<file path="config.mk">
export PLATFORM = sky130hd
export DESIGN_NAME = load_cell_adc_reader_top
export DESIGN_NICKNAME = d
export VERILOG_FILES = /design/src/rtl/lcar_pkg.sv /design/src/rtl/load_cell_adc_reader_top.sv
export VERILOG_INCLUDE_DIRS = /design/src /design/src/rtl
export SDC_FILE = /design/constraint.sdc
export NUM_CORES = 1
export LEC_CHECK = 0
export BUFFER_PORTS_ARGS = -buffer_cell sky130_fd_sc_hd__buf_4
export CORE_ASPECT_RATIO = 0.9
export CORE_MARGIN = 1.5
export CORE_UTILIZATION = 60
export DETAILED_ROUTE_END_ITERATION = 7
export PLACE_DENSITY = 0.81
export SKIP_CTS_REPAIR_TIMING = 1
export SLEW_MARGIN = 40
export SYNTH_ARGS = -nofsm -noshare
export SYNTH_HDL_FRONTEND = slang
export SYNTH_SLANG_ARGS = --single-unit
</file>
<file path="constraint.sdc">
create_clock -name clk -period 5.5 [get_ports clk]
set_input_delay 0.825 -clock clk [delete_from_list [all_inputs] [get_ports clk]]
set_output_delay 0.825 -clock clk [all_outputs]
set_load 0.01 [all_outputs]
</file>
<file path="src/rtl/load_cell_adc_reader_top_assert.svh">
// assertion macros for the load cell reader
`ifndef LOAD_CELL_ADC_READER_TOP_ASSERT_SVH
`define LOAD_CELL_ADC_READER_TOP_ASSERT_SVH

// same-cycle implication
`define LCAR_ASSERT_HOLDS(lbl, clk_s, rst_s, ante, cons) \
  lbl: assert property (@(posedge clk_s) disable iff (rst_s) (ante) |-> (cons)) \
    else $error("load cell reader check failed");

// next-cycle implication
`define LCAR_ASSERT_NEXT(lbl, clk_s, rst_s, ante, cons) \
  lbl: assert property (@(posedge clk_s) disable iff (rst_s) (ante) |=> (cons)) \
    else $error("load cell reader check failed");

`endif

</file>
<file path="src/rtl/lcar_pkg.sv">
`default_nettype none
package lcar_pkg;

  localparam int DATA_BITS_DEF    = 24;
  localparam int EXTRA_PULSES_DEF = 3;

  localparam int SUM_W = 32;
  localparam int CNT_W = 8;

  localparam logic [SUM_W-1:0] OFFSET_RESET = 32'd2200000;
  localparam logic [CNT_W-1:0] HALF_RESET   = 8'd1;
  localparam logic [5:0]       DIV_STEPS    = 6'd32;

  localparam logic [2:0] KIND_MEASURE  = 3'd1;
  localparam logic [2:0] KIND_TARE     = 3'd2;
  localparam logic [2:0] KIND_LOAD_OFS = 3'd3;
  localparam logic [2:0] KIND_PWR_DOWN = 3'd4;
  localparam logic [2:0] KIND_PWR_UP   = 3'd5;

  typedef enum logic [2:0] {
    PH_IDLE   = 3'd0,
    PH_WAIT   = 3'd1,
    PH_HIGH   = 3'd2,
    PH_LOW    = 3'd3,
    PH_DIVIDE = 3'd4
  } phase_t;

endpackage
`default_nettype wire

</file>
<file path="src/rtl/load_cell_adc_reader_top.sv">
// load cell converter reader
// input channel (in_valid/in_ready): one beat is one timing tick carrying the
// sampled DT level and a command kind (measure, tare, load offset, power
// down, power up) with its sample count or offset value.
// output channel (out_valid/out_ready): exactly one beat per input beat, with
// the SCK level to drive, busy flag, finished result and current offset.
// config channel (cfg_valid/cfg_ready/cfg_data): sck half period in ticks,
// always ready; write it only while idle.
// the result beat of a tick is registered and appears in the cycle after the
// tick is taken. throughput: one tick per cycle while no result beat is held;
// the tick state machine, its single 32-bit adder and 9-bit divide step are combinational.
// a conversion takes the wait for DT low plus 27 pulses of two half periods;
// the average is formed by a restoring divider, one quotient bit per tick,
// 32 ticks. measure or tare with a zero count finishes on its own tick.
// reset: idle, powered up, offset 2200000, half period 1, no beat pending.
// stall: a held result beat keeps in_ready low, so ticks are not lost and
// the converter timing simply pauses.
`default_nettype none
module load_cell_adc_reader_top #(
  parameter int DATA_BITS    = lcar_pkg::DATA_BITS_DEF,
  parameter int EXTRA_PULSES = lcar_pkg::EXTRA_PULSES_DEF
) (
  input  logic        clk,
  input  logic        rst,
  input  logic        cfg_valid,
  output logic        cfg_ready,
  input  logic [7:0]  cfg_data,
  input  logic        in_valid,
  output logic        in_ready,
  input  logic [2:0]  kind,
  input  logic        dt_level,
  input  logic [7:0]  sample_count,
  input  logic signed [31:0] offset_value,
  output logic        out_valid,
  input  logic        out_ready,
  output logic        sck_level,
  output logic        busy_res,
  output logic        result_valid,
  output logic        result_is_tare,
  output logic signed [31:0] weight_value,
  output logic signed [31:0] offset_now
);
  import lcar_pkg::*;

  localparam logic [4:0] DATA_IDX    = 5'(DATA_BITS);
  localparam logic [4:0] PULSE_TOTAL = 5'(DATA_BITS + EXTRA_PULSES);

  logic [CNT_W-1:0]     sck_half_ticks;
  phase_t               phase, phase_next;
  logic [SUM_W-1:0]     zero_offset, zero_offset_next;
  logic [DATA_BITS-1:0] shift_word, shift_word_next;
  logic [SUM_W-1:0]     running_sum, running_sum_next;
  logic [CNT_W-1:0]     samples_left, samples_left_next;
  logic [CNT_W-1:0]     samples_total, samples_total_next;
  logic [4:0]           pulse_index, pulse_index_next;
  logic [CNT_W-1:0]     half_tick_count, half_tick_count_next;
  logic [5:0]           divide_step, divide_step_next;
  logic [SUM_W-1:0]     quotient_work, quotient_work_next;
  logic [CNT_W-1:0]     remainder_work, remainder_work_next;
  logic                 powered_down, powered_down_next;
  logic                 doing_tare, doing_tare_next;

  logic                 finish;
  logic                 in_fire;

  // divide step
  logic [CNT_W:0]       rem_shift;
  logic [CNT_W:0]       rem_diff;
  logic                 rem_fits;
  logic [CNT_W-1:0]     rem_step;
  logic [SUM_W-1:0]     quo_step;
  logic [5:0]           step_inc;
  logic [4:0]           pulse_inc;
  logic [SUM_W-1:0]     avg_value;

  // shared adder
  logic [SUM_W-1:0]     add_a, add_b, add_sum;
  logic                 add_cin;

  logic                 sck_d, busy_d, rv_d, tare_d;
  logic [SUM_W-1:0]     weight_d;

  assign cfg_ready = 1'b1;
  assign in_ready  = !out_valid || out_ready;
  assign in_fire   = in_valid && in_ready;

  assign rem_shift = {remainder_work, quotient_work[SUM_W-1]};
  assign rem_diff  = rem_shift - {1'b0, samples_total};
  assign rem_fits  = (samples_total != '0) && (rem_shift >= {1'b0, samples_total});
  assign rem_step  = rem_fits ? rem_diff[CNT_W-1:0] : rem_shift[CNT_W-1:0];
  assign quo_step  = {quotient_work[SUM_W-2:0], rem_fits};
  assign step_inc  = divide_step + 6'd1;
  assign pulse_inc = pulse_index + 5'd1;
  assign avg_value = (phase == PH_DIVIDE) ? quo_step : '0;

  // accumulate in the pulse phase, otherwise average minus offset
  assign add_a   = (phase == PH_LOW) ? running_sum : avg_value;
  assign add_b   = (phase == PH_LOW) ? {{(SUM_W-DATA_BITS){1'b0}}, shift_word} : ~zero_offset;
  assign add_cin = (phase != PH_LOW);
  assign add_sum = add_a + add_b + {{(SUM_W-1){1'b0}}, add_cin};

  always_comb begin
    phase_next           = phase;
    zero_offset_next     = zero_offset;
    shift_word_next      = shift_word;
    running_sum_next     = running_sum;
    samples_left_next    = samples_left;
    samples_total_next   = samples_total;
    pulse_index_next     = pulse_index;
    half_tick_count_next = half_tick_count;
    divide_step_next     = divide_step;
    quotient_work_next   = quotient_work;
    remainder_work_next  = remainder_work;
    powered_down_next    = powered_down;
    doing_tare_next      = doing_tare;
    finish               = 1'b0;
    unique case (phase)
      PH_IDLE: begin
        if ((kind == KIND_MEASURE || kind == KIND_TARE) && !powered_down) begin
          doing_tare_next = (kind == KIND_TARE);
          if (sample_count == '0) begin
            finish = 1'b1;
          end else begin
            samples_total_next = sample_count;
            samples_left_next  = sample_count;
            running_sum_next   = '0;
            phase_next         = PH_WAIT;
          end
        end else if (kind == KIND_LOAD_OFS) begin
          zero_offset_next = offset_value;
        end else if (kind == KIND_PWR_DOWN) begin
          powered_down_next = 1'b1;
        end else if (kind == KIND_PWR_UP) begin
          powered_down_next = 1'b0;
        end
      end
      PH_WAIT: begin
        if (!dt_level) begin
          shift_word_next      = '0;
          pulse_index_next     = '0;
          half_tick_count_next = 8'd1;
          phase_next           = PH_HIGH;
        end
      end
      PH_HIGH: begin
        if (half_tick_count >= sck_half_ticks) begin
          if (pulse_index < DATA_IDX) begin
            shift_word_next = {shift_word[DATA_BITS-2:0], dt_level};
          end
          half_tick_count_next = 8'd1;
          phase_next           = PH_LOW;
        end else begin
          half_tick_count_next = half_tick_count + 8'd1;
        end
      end
      PH_LOW: begin
        if (half_tick_count >= sck_half_ticks) begin
          pulse_index_next = pulse_inc;
          if (pulse_inc >= PULSE_TOTAL) begin
            running_sum_next  = add_sum;
            samples_left_next = samples_left - 8'd1;
            if (samples_left == 8'd1) begin
              quotient_work_next  = add_sum;
              remainder_work_next = '0;
              divide_step_next    = '0;
              phase_next          = PH_DIVIDE;
            end else begin
              phase_next = PH_WAIT;
            end
          end else begin
            half_tick_count_next = 8'd1;
            phase_next           = PH_HIGH;
          end
        end else begin
          half_tick_count_next = half_tick_count + 8'd1;
        end
      end
      PH_DIVIDE: begin
        remainder_work_next = rem_step;
        quotient_work_next  = quo_step;
        divide_step_next    = step_inc;
        if (step_inc >= DIV_STEPS) begin
          finish = 1'b1;
        end
      end
      default: begin
        phase_next = PH_IDLE;
      end
    endcase
    if (finish) begin
      phase_next = PH_IDLE;
      if (doing_tare_next) begin
        zero_offset_next = avg_value;
      end
    end
  end

  always_comb begin
    busy_d   = (phase_next != PH_IDLE);
    sck_d    = 1'b0;
    if (phase_next == PH_HIGH) begin
      sck_d = 1'b1;
    end else if (phase_next == PH_IDLE) begin
      sck_d = powered_down_next;
    end
    rv_d     = finish;
    tare_d   = finish && doing_tare_next;
    weight_d = '0;
    if (finish) begin
      weight_d = doing_tare_next ? avg_value : add_sum;
    end
  end

  always_ff @(posedge clk) begin
    if (rst) begin
      sck_half_ticks <= HALF_RESET;
    end else if (cfg_valid && cfg_ready) begin
      sck_half_ticks <= cfg_data;
    end
  end

  always_ff @(posedge clk) begin
    if (rst) begin
      phase           <= PH_IDLE;
      zero_offset     <= OFFSET_RESET;
      shift_word      <= '0;
      running_sum     <= '0;
      samples_left    <= '0;
      samples_total   <= '0;
      pulse_index     <= '0;
      half_tick_count <= '0;
      divide_step     <= '0;
      quotient_work   <= '0;
      remainder_work  <= '0;
      powered_down    <= 1'b0;
      doing_tare      <= 1'b0;
    end else if (in_fire) begin
      phase           <= phase_next;
      zero_offset     <= zero_offset_next;
      shift_word      <= shift_word_next;
      running_sum     <= running_sum_next;
      samples_left    <= samples_left_next;
      samples_total   <= samples_total_next;
      pulse_index     <= pulse_index_next;
      half_tick_count <= half_tick_count_next;
      divide_step     <= divide_step_next;
      quotient_work   <= quotient_work_next;
      remainder_work  <= remainder_work_next;
      powered_down    <= powered_down_next;
      doing_tare      <= doing_tare_next;
    end
  end

  // output beat register
  always_ff @(posedge clk) begin
    if (rst) begin
      out_valid <= 1'b0;
    end else if (in_fire) begin
      out_valid <= 1'b1;
    end else if (out_ready) begin
      out_valid <= 1'b0;
    end
  end

  always_ff @(posedge clk) begin
    if (in_fire) begin
      sck_level      <= sck_d;
      busy_res       <= busy_d;
      result_valid   <= rv_d;
      result_is_tare <= tare_d;
      weight_value   <= weight_d;
      offset_now     <= zero_offset_next;
    end
  end

`include "load_cell_adc_reader_top_assert.svh"

  `LCAR_ASSERT_HOLDS(a_rem_bound, clk, rst, phase == PH_DIVIDE, remainder_work < samples_total)
  `LCAR_ASSERT_HOLDS(a_pulse_range, clk, rst, phase == PH_HIGH, pulse_index < PULSE_TOTAL)
  `LCAR_ASSERT_HOLDS(a_done_idle, clk, rst, out_valid && result_valid, !busy_res)
  `LCAR_ASSERT_NEXT(a_sum_start, clk, rst, in_fire && phase == PH_IDLE && !powered_down && (kind == KIND_MEASURE || kind == KIND_TARE) && sample_count != 8'd0, phase == PH_WAIT && running_sum == '0)

endmodule
`default_nettype wire

</file>
Word level (Yosys, flattened, before mapping)
Cells that the tools add are included.

storage, ports and cells
  bits of input ports = 57
  output and inout bits = 71
  logic and storage cells = 148
  bits in registers = 245

cells by class
  equal/unequal tests = 21
  add/subtract/negate cells = 7
  reduce and logical (&&, ||, !) cells = 25
  bitwise logic cells = 2
  multiplexer cells = 67
  order comparisons = 5

operators with widths
  kind                  count
  $mux W32              16
  $pmux W32 S2          2
  $mux W8               12
  $mux W24              3
  $pmux W24 S2          1
  $add A32 B1 Y32       1
  $add A32 B32 Y32      1
  $not A32 Y32          1
  $pmux W8 S2           2
  $mux W3               8
  $pmux W8 S3           1
  $mux W6               3
  $eq A3 B2 Y1 const B  5
  $pmux W3 S5           1
  $mux W1               13
  $pmux W6 S2           1
  $reduce_and A4 Y1     3
  $mux W5               2
  $ne A2 B2 Y1 const B  5
  $pmux W5 S2           1
  $reduce_and A5 Y1     2
  $reduce_bool A2 Y1    5
  $eq A3 B3 Y1 const B  3
  $ge A9 B8 Y1          1
  other kinds (24)      34

Logic depth before layout (Yosys ltp)
Gate-level depths: netlist of the first run.

  depth in word-level cells = 10
  mapped depth = 19
  mapped depth without buffers = 19

Worst setup path before layout of the first run
No wires, ideal clock.

  path kind = register to register
  start = reg samples_total[1]
  end = reg weight_value[30], data pin
  required time = 5.365 ns
  period minus slack after synthesis = 4.511 ns
  slack = 0.989 ns
  path buffers = 0
  library setup time = 0.135 ns
  data arrival time = 4.376 ns
  cell stages (with the launch flop) = 20
  cells stage by stage = dfxtp_1 > inv_1 > ha_1 > nor2b_1 > o21ai_0 > a21boi_0 > o211ai_1 > a21oi_1 > a21o_1 > fa_1 > fa_1 > a21o_1 > a221oi_2 > nor3_2 > o211ai_2 > o21a_4 > o31ai_4 > a221o_1 > or3_1 > nand3_1

between the ends
  cells in the longest elaborated chain, start to end = 7
  elaborated cells on any way between the ends = 8
  classes of those cells = add/sub: 2; order compare: 1; mux: 3; reduce/logical: 2

RTL lines
  element                                             line                             RTL
  start: declaration                                  load_cell_adc_reader_top.sv:54   logic [CNT_W-1:0] samples_total, samples_total_next;
  start signal: assignment                            load_cell_adc_reader_top.sv:243  samples_total <= samples_total_next;
  $ge A9 B8 Y1 or $reduce_bool A8 Y1 (tied branches)  load_cell_adc_reader_top.sv:89   assign rem_fits = (samples_total != '0) && (rem_shift >= {1'b0, samples_total});
  $logic_and A1 B1 Y1 (*)                             load_cell_adc_reader_top.sv:89
  $mux W32 (*)                                        load_cell_adc_reader_top.sv:94   assign avg_value = (phase == PH_DIVIDE) ? quo_step : '0;
  $mux W32 (*)                                        load_cell_adc_reader_top.sv:97   assign add_a = (phase == PH_LOW) ? running_sum : avg_value;
  $add A32 B32 Y32 (*)                                load_cell_adc_reader_top.sv:100  assign add_sum = add_a + add_b + {{(SUM_W-1){1'b0}}, add_cin};
  $add A32 B1 Y32 (*)                                 load_cell_adc_reader_top.sv:100
  $mux W32 (*)                                        load_cell_adc_reader_top.sv:210  weight_d = doing_tare_next ? avg_value : add_sum;
  end signal: assignment                              load_cell_adc_reader_top.sv:271  weight_value <= weight_d;
  end: declaration                                    load_cell_adc_reader_top.sv:40   output logic signed [31:0] weight_value,

Mark *: on every way between the ends. The rest lies on a longest branch, timed or not.
A chain may end at the register's enable or synchronous reset.

Final worst setup path of the first run
  start = reg samples_total[1]
  end = reg weight_value[28], data pin

Same word-level chain as after synthesis.

==> flow_metrics.py, run 1 <==
metrics = {
    "global_route": {
        "grt_usage_pct": 30.0,
        "grt_pass1_vias": 10700,
        "grt_use_met3_pct": 4.22,
        "grt_max_degree": 82,
        "overflow": 0,
        "met2_usage_pct": 49.2,
        "grt_pass1_wl_um": 54500,
        "grtUsageMet1_pct": 41.2,
        "antenna_found_initial": 0,
        "grt_busiest_layer": "met2",
    },
    "synthesis": {
        "synth_area_per_cell_um2": 8.57,
        "async_flop_share_pct": 0,
        "yosys_register_bits": 245,
        "synth_cells": 1520,
        "ys.flop_type": "dfxtp_1",
        "syn_area_um2": 13000,
        "yosysTopAreaCell": "dfxtp_1",
        "synth.top_cell.area_share_pct": 27.2,
        "synth_edf_count": 68,
        "synthTopCellsByArea": "dfxtp_1 (27%), edfxtp_1 (16%), nand2_1 (6.7%)",
        "ys_types": 78,
        "syn-num-nets": 1634,
        "ys_warn_count": 0,
        "synth-seq-area-share_pct": 42.9,
    },
    "timing": {
        "fmax_mhz": 191,
        "final_max_slew_viol_count": 0,
        "slew_headroom_pct": 45.4,
        "hold_violations": 0,
        "rsz0062_at_grt": "false",
        "hold_slack_ns": 0.455,
        "final.min_clock_period_ns": 5.23,
        "fin_setup_tns_ns": 0,
        "setup_violations": 0,
        "fin_ws_ns": 0.272,
        "worst_pin_slew_ns": 0.812,
        "fin_skew_ns": 0.0126,
        "period_share_pct": 95.1,
    },
    "detailed_routing": {
        "drt_pass1_iterations": 5,
        "vias": 11500,
        "via_per_inst": 6.05,
        "final_antenna_net_count": 0,
        "drc_errors": 0,
        "routedWlPerCell_um": 17.9,
        "initialDrtViolationCount": 917,
        "drt_wl_total_um": 34100,
    },
    "clock_network": {
        "root_buffer": "clkbuf_16",
        "worstSkewPairLatency_ns": 0.53,
        "cts_tree": "done",
        "numCtsBuffers": 25,
        "cts_htree_levels": 1,
        "clkSinkCount": 245,
        "cts_max_path_buffers": 3,
        "clk_pin_slew_ns": 0.06,
    },
    "floorplanning": {
        "start_util_pct": 62.0,
        "die-width_um": 158,
        "design.die.area_um2": 22600,
        "fp-row-count": 50,
        "io_pins": 128,
        "core_area_um2": 21000,
        "die_y_um": 143,
    },
    "pwr": {
        "vdd_drop_max_mv": 0.187,
        "p_per_area_nw_per_um2": 267,
        "p_leak_uw": 0.00622,
    },
    "placed_design": {
        "gp_congestion": 0.914,
        "hpwl_um": 22800,
        "io_buffers": 126,
        "dp_slack_ns": 0.378,
    },
    "worst_setup_path": {
        "worstPathRequired_ns": 5.75,
        "crit_type": "reg -> reg",
        "cp.arrival_ns": 5.48,
        "critPathMaxFanout": 4,
        "startpoint_type": "register",
        "cp-end-kind": "register",
    },
    "outcome": {
        "status": "complete, no violations",
    },
    "cells_and_area": {
        "fin_util_pct": 71.1,
        "syn_to_final_growth_pct": 14.8,
        "antenna_cells": 0,
        "nNetsFinal": 1716,
        "layout-drive-gt1-share_pct": 14.6,
        "num-fill-cells": 1682,
    },
    "worst_hold_path": {
        "hold_path_class": "reg -> reg",
    },
    "job": {
        "cap_violations": 0,
    },
}
==> Yosys cell counts, types with 3 or more instances <==
cell type and n:
edfxtp_1 68, a311oi_1 24, buf_2 18, fa_1 3, a211oi_1 26, nand3_1 22, a21oi_1 165, a31oi_1 7
xor2_1 22, inv_1 36, nand2b_1 5, o21ai_2 6, nor4_1 9, buf_1 11, mux2i_1 37, dfxtp_1 177
a22o_1 27, buf_6 3, a211o_1 4, mux2_2 4, a21oi_2 11, o211ai_1 11, ha_1 54, xnor2_1 26
and3_1 9, nor3_1 18, clkbuf_1 62, o21ai_0 39, or3_1 4, o211a_1 3, nand4_1 9, nor2_1 221
o22ai_1 3, nand3b_1 10, nand2_1 231, and2_1 5, nor2b_1 24, a22oi_1 31, o21bai_1 5, a21o_1 20
==> metrics by stage <==
stage | cells | instance area, um^2 | power [uW]
4_1_cts | 1905 | 14900 | 4000
3_5_place_dp | 1860 | 14200 | 2400
2_1_floorplan | 1520 | 13000 | 2250
3_3_place_gp | 1857 | 14100 | 2390
6_report | 1906 | 15000 | 3990
5_1_grt | 1906 | 15000 | 4120
==> power by group <==
part           internal [uW]  switching [uW]
logic                    178             260
clock network            906             715
registers               1900            28.1
total                   2990            1000
==> registers in the layout, summed over array words and instances, names as in the netlist <==
register / cells
busy_res: 1
phase: 3
divide_step: 6
sck_level: 1
shift_word: 24
samples_total: 8
weight_value: 32
sck_half_ticks: 8
doing_tare: 1
quotient_work: 32
samples_left: 8
out_valid: 1
half_tick_count: 8
remainder_work: 8
pulse_index: 5
zero_offset: 32
result_is_tare: 1
result_valid: 1
offset_now: 32
powered_down: 1
running_sum: 32
==> worst max-delay path, stage by stage (launching register included) <==
cell      delay, ns
dfxtp_1        0.41
inv_1          0.07
ha_1           0.30
nor2b_1        0.13
o21ai_0        0.20
a21boi_0       0.24
o211ai_1       0.28
a21oi_1        0.19
a21o_1         0.24
fa_1           0.48
fa_1           0.43
a21o_1         0.20
a221oi_2       0.36
nor3_2         0.10
o211ai_2       0.29
o21a_4         0.22
o31ai_4        0.10
and4_2         0.24
nor3_1         0.31
o21ai_0        0.17
==> cell type report <==
class / count / area, um^2 / area share [%]
clock buffer: 31 / 668 / 4.47
tap: 286 / 358 / 2.39
sequential: 245 / 5590 / 37.3
inverter: 37 / 154 / 1.03
timing repair buffer: 151 / 1170 / 7.84
multi-input combinational: 1142 / 6920 / 46.3
clock inverter: 14 / 97.6 / 0.653
==> worst paths after layout <==
check | start | end | slack (ns) | cells after the start
setup / recovery | samples_total[1]$_SDFFE_PP0P_ | weight_value[28]$_SDFFCE_PN0P_ | 0.27 | 19
hold / removal | running_sum[22]$_SDFFE_PP0P_ | running_sum[22]$_SDFFE_PP0P_ | 0.45 | 2
setup reg to reg | samples_total[1]$_SDFFE_PP0P_ | weight_value[28]$_SDFFCE_PN0P_ | 0.27 | 19
hold reg to reg | running_sum[22]$_SDFFE_PP0P_ | running_sum[22]$_SDFFE_PP0P_ | 0.45 | 2
==> logic make-up (layout without fill, tap and decap cells) <==
group                    Yosys count  after routing  share of synthesized area [%]
AND/OR/NAND/NOR                  584            584                           19.5
AO/OA/AOI/OAI                    411            411                           21.2
flip-flops                       245            245                           42.9
buffers and inverters            133            233                           4.33
adder cells (fa/ha/maj)           57             57                           5.65
XOR/XNOR                          48             48                           3.23
multiplexers                      41             41                           3.19
other                              1              1                         0.0288
==> layout by cell type (no fill, tap or decap), drive strengths merged, types with 26 or more instances in the layout <==
cell type / synthesis / routed
mux2i: 37 / 37
clkbuf: 62 / 31
a21oi: 176 / 176
edfxtp: 68 / 68
a22oi: 31 / 31
nand2: 231 / 231
a22o: 27 / 27
nor2: 223 / 223
xnor2: 26 / 26
inv: 36 / 36
o21ai: 47 / 47
ha: 54 / 54
a211oi: 28 / 28
dfxtp: 177 / 177
buf: 34 / 151
==> per-layer routing <==
layer,part of all wire [%],up-vias
met2,46,454
met5,0,-
li1,-,5555
met4,2.7,0
met3,7.4,70
met1,44,5453
(Power assumes the default switching activity.)
==> run 2: changes to the inputs <==
Settings changed: CORE_UTILIZATION 60 to 33, PLACE_DENSITY 0.81 to unset.
==> run 2 against run 1 <==
Global-route usage is 12 points lower. Register-to-register slack improved by 0.12 ns. First-iteration DRC count is 17% lower. Cell area rose by 4.2%. Critical path depth unchanged. Count of clock-buffer cells in the layout grew 4. Non-clock buffer count down 3. Critical endpoint is now weight_value[30]$_SDFFCE_PN0P_. Largest power group is now clock.
==> flow_metrics.py, run 2 (synthesis gave the netlist of run 1 again) <==
metrics = {
    "outcome": {
        "status": "complete, no violations",
    },
    "timing": {
        "fin_setup_tns_ns": 0,
        "final_max_slew_viol_count": 0,
        "setup_violations": 0,
        "fmax_mhz": 196,
        "rsz0062_at_grt": "false",
        "hold_slack_ns": 0.462,
        "fin_skew_ns": 0.0157,
        "slew_headroom_pct": 47.2,
        "period_share_pct": 92.9,
        "hold_violations": 0,
        "final.min_clock_period_ns": 5.11,
        "worst_pin_slew_ns": 0.784,
        "fin_ws_ns": 0.392,
    },
    "worst_setup_path": {
        "r2r_start": "samples_total[1]$_SDFFE_PP0P_",
        "critPathMaxFanout": 4,
        "reg2reg_to": "weight_value[30]$_SDFFCE_PN0P_",
        "startpoint_type": "register",
        "r2r_cells": 19,
        "crit_buf_inv": 1,
        "path_depth": 19,
        "cp.arrival_ns": 5.55,
        "r2r_setup_slack_ns": 0.39,
        "worstPathRequired_ns": 5.94,
        "cpLargestDelayFamily": "compound AO/OA/AOI/OAI gates",
        "crit_type": "reg -> reg",
        "endpoint": "weight_value[30]$_SDFFCE_PN0P_",
        "cpPeakStageDelay_ns": 0.45,
        "setup.worst_path.start": "samples_total[1]$_SDFFE_PP0P_",
        "path_cells": "inv_1 -> ha_1 -> nor2b_1 -> o21ai_0 -> a21boi_0 -> o211ai_1 -> a21oi_1 -> a21o_1 -> fa_1 -> fa_1 -> a21o_1 -> a221oi_2 -> nor3_2 -> o211ai_2 -> o21a_4 -> o31ai_4 -> a221o_1 -> or3_1 -> nand3_1",
        "slowest_stage": "fa_1",
        "cp-end-kind": "register",
    },
    "floorplanning": {
        "die_y_um": 191,
        "start_util_pct": 33.7,
        "fp-row-count": 68,
        "core_area_um2": 38600,
        "design.die.area_um2": 40700,
        "io_pins": 128,
        "die-width_um": 212,
    },
    "placed_design": {
        "hpwl_um": 25600,
        "io_buffers": 126,
        "dp_slack_ns": 0.463,
        "gp_congestion": 0.887,
    },
    "clock_network": {
        "worstSkewPairLatency_ns": 0.57,
        "cts_htree_levels": 1,
        "numCtsBuffers": 31,
        "clkSinkCount": 245,
        "cts_tree": "done",
        "cts_max_path_buffers": 3,
        "clk_pin_slew_ns": 0.06,
        "root_buffer": "clkbuf_16",
    },
    "pwr": {
        "p_leak_uw": 0.00638,
        "vdd_drop_max_mv": 0.264,
        "p_clk_share_pct": 48.7,
        "p_per_area_nw_per_um2": 297,
        "p_switching_uw": 1120,
        "swShare_pct": 24.3,
        "seqPwrFrac_pct": 41.7,
        "power.internal_uw": 3510,
        "total_power_uw": 4640,
        "pwr-share-comb_pct": 9.6,
    },
    "global_route": {
        "grt_usage_pct": 18.5,
        "antenna_found_initial": 0,
        "grt_pass1_vias": 10800,
        "overflow": 0,
        "grt_max_degree": 61,
        "grt_pass1_wl_um": 59700,
    },
    "cells_and_area": {
        "antenna_cells": 0,
        "layout-drive-gt1-share_pct": 15.3,
        "fin_util_pct": 40.4,
        "final_common_cell": "nand2_1",
        "final_cell_mix": "nand2_1 (230), nor2_1 (220), dfxtp_1 (177), a21oi_1 (164), buf_4 (146)",
        "nNetsFinal": 1719,
        "syn_to_final_growth_pct": 19.7,
    },
    "detailed_routing": {
        "drc_errors": 0,
        "initialDrtViolationCount": 758,
        "drt_pass1_iterations": 6,
        "routedWlPerCell_um": 17.6,
        "final_antenna_net_count": 0,
        "via_per_inst": 5.23,
        "vias": 11300,
        "drt_wl_total_um": 37800,
    },
    "worst_hold_path": {
        "hold_path_class": "reg -> reg",
    },
    "job": {
        "cap_violations": 0,
    },
}
run 2: changes by cell type in the layout (fill, tap and decap cells not counted), sizes merged:
cell / change
clkinvlp: +1
clkbuf: +4
clkinv: -2
buf: -3
bufinv: +7
inv: +2
run 2: worst min path at each step:
stage | startpoint | to | depth (start not counted) | slack, ns
2_1_floorplan | running_sum[31]$_SDFFE_PP0P_ | running_sum[31]$_SDFFE_PP0P_ | 2 | 0.42
3_3_place_gp | running_sum[31]$_SDFFE_PP0P_ | running_sum[31]$_SDFFE_PP0P_ | 2 | 0.43
3_5_place_dp | running_sum[25]$_SDFFE_PP0P_ | running_sum[25]$_SDFFE_PP0P_ | 2 | 0.44
4_1_cts | cfg_data[0] | sck_half_ticks[0]$_SDFFE_PP1P_ | 2 | 0.46
5_1_grt | cfg_data[0] | sck_half_ticks[0]$_SDFFE_PP1P_ | 2 | 0.48
6_report | running_sum[31]$_SDFFE_PP0P_ | running_sum[31]$_SDFFE_PP0P_ | 2 | 0.46
run 2: area by class of cell:
type                       instances  area, um^2
multi-input combinational       1142        6930
tap                              525         657
clock inverter                    22         320
timing repair buffer             148        1130
fill                            3885       23000
inverter                          37         154
clock buffer                      35         811
sequential                       245        5590
run 2: metrics by stage:
| stage | instance area (um^2) | instances |
|---|---|---|
| CTS | 15600 | 2154 |
| global placement | 14400 | 2095 |
| detailed placement | 14500 | 2097 |
| global route | 15600 | 2154 |
| finish | 15600 | 2154 |
| floorplan | 13000 | 1520 |
run 2: routing by layer:
metal / track usage, % / wire, um / share of wire, %
met5: 0 / 0 / 0
met4: 5.37 / 1040 / 2.7
met3: 3.04 / 2120 / 5.6
met2: 29.7 / 16900 / 45
met1: 25.4 / 17800 / 47
run 2: tightest hold or removal path, stage by stage, from the launching register on:
cell     delay (ns)
dfxtp_1        0.32
nand2_1        0.05
o21ai_0        0.06
run 2: power by group through the flow:
stage / sequential, uW / clock, uW / combinational, uW
after floorplan: 1980 / 0 / 270
after global placement: 1970 / 0 / 436
after detailed placement: 1970 / 0 / 444
after CTS: 1930 / 2310 / 448
after global routing: 1940 / 2370 / 490
final: 1930 / 2260 / 444
==> run 3: changes to the inputs <==
Settings changed: ABC_AREA set to 1.
==> run 3 against run 2 <==
Non-clock buffer count shrank 1. Register-to-register slack gained 1.1 ns. Worst setup slack gained 1.1 ns. Area after synthesis grew 12%. Cell area grew 10%. Die area grew 12%.
==> flow_metrics.py, run 3 <==
metrics = {
    "outcome": {
        "status": "complete, no violations",
    },
    "detailed_routing": {
        "vias": 14500,
        "drt_pass1_iterations": 6,
        "initialDrtViolationCount": 1317,
        "via_per_inst": 4.95,
        "drt_wl_total_um": 47600,
        "routedWlPerCell_um": 16.3,
        "drc_errors": 0,
        "final_antenna_net_count": 0,
    },
    "floorplanning": {
        "fp-row-count": 72,
        "start_util_pct": 33.8,
        "die_y_um": 203,
        "die-width_um": 225,
        "core_area_um2": 43300,
        "io_pins": 128,
        "design.die.area_um2": 45600,
    },
    "cells_and_area": {
        "layout-drive-gt1-share_pct": 10.1,
        "fin_util_pct": 39.6,
        "num-fill-cells": 4585,
        "antenna_cells": 0,
        "final_cell_mix": "nand2_1 (676), inv_1 (301), a21oi_1 (204), nor2_1 (202), dfxtp_1 (177)",
        "multi_input_area_um2": 7490,
        "syn_to_final_growth_pct": 17.2,
        "stdcell_count": 2920,
        "final_common_cell": "nand2_1",
        "seqCellArea_um2": 5590,
        "fin_area_um2": 17100,
        "nNetsFinal": 2420,
    },
    "synthesis": {
        "yosysTopAreaCell": "dfxtp_1",
        "synthAdderAreaFrac_pct": 5.03,
        "synth-seq-area-share_pct": 38.2,
        "synth_xor_xnor_area_share_pct": 1.02,
        "yosys_register_bits": 245,
        "synth_top_cells_by_count": "nand2_1 (679), inv_1 (302), a21oi_1 (204)",
        "synth_area_per_cell_um2": 6.60,
        "ys_warn_count": 0,
        "yosysMostFrequentCell": "nand2_1",
        "synth_top_family_by_area": "simple AND/OR/NAND/NOR gates",
        "synth.top_cell.area_share_pct": 24.2,
        "async_flop_share_pct": 0,
        "synthMuxAreaShare_pct": 0.684,
        "synth_cells": 2217,
        "synth_compound_area_share_pct": 13.3,
        "synth_edf_count": 68,
        "yosys.area_share.simple_pct": 31.0,
        "synthTopCellsByArea": "dfxtp_1 (24%), nand2_1 (17%), edfxtp_1 (14%)",
        "ys.flop_type": "dfxtp_1",
        "ys_types": 42,
        "syn-num-nets": 2331,
        "syn_area_um2": 14600,
    },
    "placed_design": {
        "io_buffers": 126,
        "dp.cells": 2868,
        "gp_congestion": 0.980,
        "hpwl_um": 34900,
        "placed_cell_area_um2": 16100,
    },
    "timing": {
        "fin_setup_tns_ns": 0,
        "rsz0062_at_grt": "false",
        "fin_skew_ns": 0.0147,
        "final.min_clock_period_ns": 4.04,
        "setup_violations": 0,
        "fmax_mhz": 247,
        "hold_slack_ns": 0.463,
        "final_max_slew_viol_count": 0,
        "hold_violations": 0,
        "worst_pin_slew_ns": 0.819,
        "slew_headroom_pct": 45.2,
        "period_share_pct": 73.5,
    },
    "global_route": {
        "grt_usage_pct": 20.6,
        "grt_pass1_wl_um": 74500,
        "overflow": 0,
        "antenna_found_initial": 0,
        "grt_pass1_vias": 13200,
        "grt_max_degree": 85,
    },
    "pwr": {
        "p_clk_share_pct": 43.9,
        "vdd_drop_max_mv": 0.210,
        "power.internal_uw": 3490,
        "seqPwrFrac_pct": 41.3,
        "pwr-share-comb_pct": 14.8,
        "p_leak_uw": 0.00821,
        "p_switching_uw": 1310,
        "swShare_pct": 27.3,
        "p_per_area_nw_per_um2": 280,
    },
    "worst_setup_path": {
        "crit_type": "reg -> reg",
        "slowest_stage": "fa_1",
        "setup.worst_path.start": "samples_total[4]$_SDFFE_PP0P_",
        "cpPeakStageDelay_ns": 0.51,
        "worstPathRequired_ns": 5.81,
        "cp-end-kind": "register",
        "startpoint_type": "register",
        "cpLargestDelayFamily": "simple AND/OR/NAND/NOR gates",
        "path_cells": "inv_1 -> ha_1 -> a21oi_1 -> nand2_1 -> nand2_1 -> nand4_1 -> nand3_1 -> o21ai_0 -> fa_1 -> fa_1 -> nand3_1 -> nand3_1 -> nand3_1 -> nand3_1 -> nand2_1 -> nand2_1 -> nand2_1 -> nand2_1 -> nand2_1 -> nand2_1",
        "cp.arrival_ns": 4.36,
        "timing.critical_path.mode_cell": "nand2_1",
        "r2r_start": "samples_total[4]$_SDFFE_PP0P_",
        "crit_buf_inv": 1,
        "critPathMaxFanout": 6,
    },
    "clock_network": {
        "cts_max_path_buffers": 3,
        "clk_pin_slew_ns": 0.06,
        "numCtsBuffers": 28,
        "cts_tree": "done",
        "worstSkewPairLatency_ns": 0.56,
        "cts_htree_levels": 1,
        "root_buffer": "clkbuf_16",
        "clkSinkCount": 245,
    },
    "job": {
        "cap_violations": 0,
    },
    "worst_hold_path": {
        "hold_path_class": "reg -> reg",
        "hp-start": "sck_half_ticks[3]$_SDFFE_PP0P_",
    },
}
run 3: area by class of cell:
type	instances	share of cell area (%)
Sequential cell	245	32.6
Clock inverter	13	1.12
Inverter	312	6.84
Timing Repair Buffer	147	6.53
Clock buffer	39	4.93
Tap cell	592	4.32
Multi-Input combinational cell	1572	43.7
run 3: kinds of logic after synthesis:
kind of cell | after synthesis
other | 1
adder cells (fa/ha/maj) | 57
AND/OR/NAND/NOR | 1110
XOR/XNOR | 17
buffers and inverters | 400
flip-flops | 245
multiplexers | 9
AO/OA/AOI/OAI | 378
run 3: worst paths after layout:
| kind | depth (start not counted) | slack [ns] | to |
|---|---|---|---|
| setup / recovery | 20 | 1.46 | weight_value[20]$_SDFFCE_PN0P_ |
| hold reg to reg | 2 | 0.46 | sck_half_ticks[3]$_SDFFE_PP0P_ |
| hold / removal | 2 | 0.46 | sck_half_ticks[3]$_SDFFE_PP0P_ |
| setup reg to reg | 20 | 1.46 | weight_value[20]$_SDFFCE_PN0P_ |
run 3: stage by stage:
stage | worst slack, ns | power [uW]
after global routing | 1.11 | 5000
after detailed placement | 1.51 | 2730
after floorplan | 1.47 | 2470
after global placement | 1.54 | 2720
final | 1.46 | 4800
after CTS | 1.50 | 4840
run 3: tightest hold or removal path, delay by kind of cell, from the launching register on:
family          cells  cell delay (ns)
compound gates      1             0.06
buf+inv             1             0.06
flops               1             0.29
run 3: power by group through the flow:
stage	clock network (uW)	logic (uW)	registers [uW]
floorplan	0	446	2030
global placement	0	701	2020
detailed placement	0	707	2020
CTS	2150	711	1980
global route	2210	797	1990
finish	2110	713	1980
run 3: layer usage:
metal	wire, um	global-route usage [%]	up-vias
li1	-	-	7254
met1	23600	31.2	6662
met2	19700	30.3	483
met3	3360	3.10	53
met4	846	4.89	0
met5	0	0	-
